**config.mk**
```make
export PLATFORM = sky130hd
export DESIGN_NAME = ebp_ram
export DESIGN_NICKNAME = d
export VERILOG_FILES = /design/src/hdl/ebp_ram.sv
export SDC_FILE = /design/constraint.sdc
export NUM_CORES = 2
export LEC_CHECK = 0
export BUFFER_PORTS_ARGS = -buffer_cell sky130_fd_sc_hd__buf_2
export CAP_MARGIN = 10
export CORE_ASPECT_RATIO = 1.25
export CORE_MARGIN = 4
export CORE_UTILIZATION = 25
export CTS_BUF_LIST = sky130_fd_sc_hd__clkbuf_4 sky130_fd_sc_hd__clkbuf_8
export DETAILED_ROUTE_END_ITERATION = 12
export HOLD_SLACK_MARGIN = 0.02
export PLACE_DENSITY = 0.49
export RECOVER_POWER = 100
export SYNTH_ARGS = -nofsm -noshare
export SYNTH_HDL_FRONTEND = slang
export SYNTH_SLANG_ARGS = --single-unit
```
**constraint.sdc**
```tcl
create_clock -name clk -period 2.7 [get_ports clk]
set_clock_uncertainty 0.1 [all_clocks]
set_input_delay 0.54 -clock clk [delete_from_list [all_inputs] [get_ports clk]]
set_output_delay 0.54 -clock clk [all_outputs]
set_load 0.05 [all_outputs]
```
**src/hdl/ebp_ram.sv**
```systemverilog
// Generic simple dual-port RAM with registered read.
module ebp_ram #(
  parameter int unsigned WIDTH = 8,
  parameter int unsigned DEPTH = 512,
  localparam int unsigned AW = $clog2(DEPTH)
) (
  input  logic             clk,
  input  logic             we,
  input  logic [AW-1:0]    waddr,
  input  logic [WIDTH-1:0] wdata,
  input  logic             re,
  input  logic [AW-1:0]    raddr,
  output logic [WIDTH-1:0] rdata
);

  logic [WIDTH-1:0] mem [DEPTH];

  always_ff @(posedge clk) begin
    if (we) begin
      mem[waddr] <= wdata;
    end
    if (re) begin
      rdata <= mem[raddr];
    end
  end

endmodule

```
# Word level (Yosys, flattened, before mapping)
# Memory sizes are Yosys's and may differ from the RTL's. A register that Yosys moved wholly into a read port is not among the register bits.
# Index checks and enable logic that the tools add are counted.
# W data, S select, Z words.
[classes] mux=2
[op_table] operator="$mux W1" n=2
[totals] ff_bits=0 ramBits=4096 input_bits=29 output_inout_bits=8 mem_count=1
[mem_list] memory="mem" depth=512 width=8 read_ports=1 rd_ports_with_merged_regs=1 write_ports=1 line_no="16" rtl="logic [WIDTH-1:0] mem [DEPTH];"

# Depth between registers and ports, before layout
[depth] word_depth=2 ltp_mapped=12 depth_no_buf=7

# Least setup slack after synthesis
# No wires, ideal clock.
[synth_path] kind="input -> register" start="in raddr[0]" end="reg rdata[0] (read register of mem), data pin" setup_ps=257 arrival_ps=2394 t_required_ps=2343 setup_slack_ps=-51 path_stages=10 path_cell_list="buf_4 > buf_12 > buf_12 > buf_2 > mux4_2 > o21ai_0 > nand3_1 > nand4_1 > o21ai_0 > o2111a_1"
[synth_lines] item="start: declaration" line_no="12" rtl="input logic [AW-1:0] raddr,"
[synth_lines] item="end: declaration" line_no="13" rtl="output logic [WIDTH-1:0] rdata"

==> impl_metrics.ini <==
[outcome]
status = complete, but fails checks
violations = capacitance limit, slew limit, setup timing

[cells_and_area]
fin_nets = 9869
fillers = 62320
drive_gt1_share_pct = 29.57
final_cells = 18750
area_growth_pct = 20.90
utilization_pct = 30.31
fin_area_um2 = 193400

[timing]
hold_violations = 0
final-max-slew-violation-count = 302
max_freq_ghz = 0.3545
setup_viol_count_final = 472
worst_pin_slew_ps = 2344
relSlewSlack_pct = -56.24
min_period_ps = 2821
layout_setup_ws_ps = -121.1
grt_setup_unrepaired = yes
fin_crit_sh_pct = 104.5

[cts]
clock_sinks = 4104
numCtsBuffers = 624
cts_tree = built
clk_latency_ps = 1260
clockBufferDepth = 4
htreeDepth = 6
path_clk_slew_ps = 70
cts_root_buf = clkbuf_8

[logic_synthesis]
yosysTopAreaCell = edfxtp_1
syn_area_um2 = 160000
synth_xor_area_share_pct = 0
synth_warnings = 0
synth.area.mux_share_pct = 14.19
ys_types = 50
yosys.area_share.adder_pct = 0
synth_nets = 8059
avgSynthCellArea_um2 = 19.93
syn_inst = 8030
yosysMostFrequentCell = edfxtp_1
ys.flop_type = edfxtp_1
async_flop_share_pct = 0
synth-simple-area-share_pct = 2.630
synth_seq_cells = 4104
synth_top_family_by_area = multiplexers
synth.area.top_cells = edfxtp_1 77%, mux4_2 9.2%, mux2i_1 5.0%
yosysTopAreaCellShare_pct = 77.02
synth_compound_area_share_pct = 4.311
synth_edf_count = 4104
synth_common_cells = 4104 x edfxtp_1, 797 x mux2i_1, 654 x mux4_2
ys_seq_area_share_pct = 77.02

[floorplan]
io_pins = 37
rows = 328
initial_core_util_pct = 25.07
core_area_um2 = 638200
dieArea_um2 = 653000
die_x_um = 723.6
die_y_um = 902.4

[hold_path]
hp-class = in -> reg
min_delay_path_depth = 6

[setup_path]
start_kind = input pin
cp-end-kind = flop
arrival_ps = 3830
critical_path_required_ps = 3700
worstRegToRegCells = 9
path_max_fanout = 29
critPathKind = in -> reg

[pwr]
power.net_switching_uw = 29660
p_int_uw = 99830
comb_power_share_pct = 6.1
clockPowerShare_pct = 39.7
vdd_drop_max_mv = 0.5226
seq_power_share_pct = 54.2
p_per_area_nw_per_um2 = 669.4
p_leak_uw = 0.06251
p_sw_share_pct = 22.91
design_power_total_uw = 129500

[drt]
detail-route-antenna-nets = 0
drt_iter0_drc = 7885
vias = 86890
wire_per_inst_um = 25.64
route.detailed.drc = 0
drt_pass1_iterations = 8
wl_um = 480700
via_per_inst = 4.634

[placed_design]
gp_congestion = 0.8538
dpl.cell_count = 17610
hpwl_um = 320500
dpl_worst_slack_ps = -2239
place_area_um2 = 183400
io_buffers = 36

[grt]
track_usage_pct = 14.35
antenna_found_initial = 31
overflow = 0
grt_pass1_vias = 91730
grt_max_degree = 101
grt_pass1_wl_um = 682000

[flow_run]
max_cap_viol_count = 9
[placed cells by master (no fill, tap or decap), types with 8 or more instances in the layout]
cell,n
edfxtp_1,4104
mux2i_1,795
buf_4,705
mux4_2,654
clkbuf_8,627
nor2_1,596
clkbuf_2,360
o221ai_1,351
clkbuf_1,347
clkbuf_4,194
a21oi_1,183
buf_12,183
o22ai_1,161
clkinv_1,146
o21ai_0,107
nor3_1,105
nand2_1,95
clkinv_2,92
a22oi_1,61
nand3_1,32
nand4_1,32
buf_2,30
bufinv_16,27
clkinvlp_4,22
o221ai_2,21
nor4_1,20
dlygate4sd3_1,20
and2_1,19
inv_8,16
inv_6,16
a211oi_1,14
buf_6,13
o31ai_1,12
nand2_4,12
nor4_4,10
a21oi_2,9
o21ai_1,9
o2111a_1,8
clkinv_8,8
[kinds of logic after synthesis]
logic type             Yosys count
AOI/OAI and AO/OA              979
buffers and inverters          516
and+or+nand+nor                980
DFF                           4104
muxes                         1451
[metal layers]
metal	share of wire (%)	GRT usage, %	vias to the layer above
met3	5.0	1.920	826
met1	39	17.44	46040
met4	3.8	4.988	16
met2	52	25.95	2789
met5	0.022	0	-
li1	-	-	37210
[timing repair]
action | 4_1_cts | 5_1_grt
hold buffers | 20 | 0
pin swaps | 22 | 9
setup buffers | 4 | 0
endpoints found under the setup margin | 16 | 9
hold endpoints to repair | 3621 | 0
resized for setup | 83 | 18
[sequential cells by signal, indices dropped and copies added (netlist names)]
register and cells:
mem 4096, rdata 8
[through the flow]
| stage | TNS, ps | hold WS [ps] |
|---|---|---|
| after floorplan | 0 | 538.9 |
| after global placement | -13660 | 841.6 |
| after detailed placement | -13600 | 841.3 |
| after CTS | -385.7 | 58.99 |
| after global routing | -8296 | 151.8 |
| final | -12360 | 252.2 |
[layout make-up]
type / instances / area (um2) / share of cell area (%)
well taps: 8415 / 10530 / 5.443
inverters: 3 / 18.77 / 0.009702
diodes: 4 / 10.01 / 0.005174
repair buffers: 1697 / 12900 / 6.668
clock buffers: 788 / 9832 / 5.082
flip-flops and latches: 4104 / 123200 / 63.71
clock inverters: 329 / 2465 / 1.274
multi-input cells: 3410 / 34460 / 17.81
[power groups by stage]
stage	clock network [uW]	logic [uW]	registers, uW
floorplan	0	3340	71600
global placement	0	7950	71500
detailed placement	0	8050	71500
CTS	52900	8160	70200
global route	55900	8250	70200
finish	51400	7870	70200
[path summary, 6_finish.rpt]
check	start	end	slack, ps
worst max-delay path	raddr[2]	rdata[0]	-120
worst min-delay path	waddr[3]	mem[146][7]	250
worst max register to register	mem[49][0]	rdata[0]	-110
worst min register to register	mem[297][4]	rdata[4]	1170
[critical path: stages]
cell      delay [ps]
clkbuf_8         160
or2_4            390
buf_12           240
buf_4            240
buf_4            170
o221ai_1         190
o22ai_1          120
o21ai_0          270
buf_4            180
nand4_1          370
nor4_4           520
buf_4            200
o2111a_1         160
Note: power is estimated with default switching activity, not from simulation.
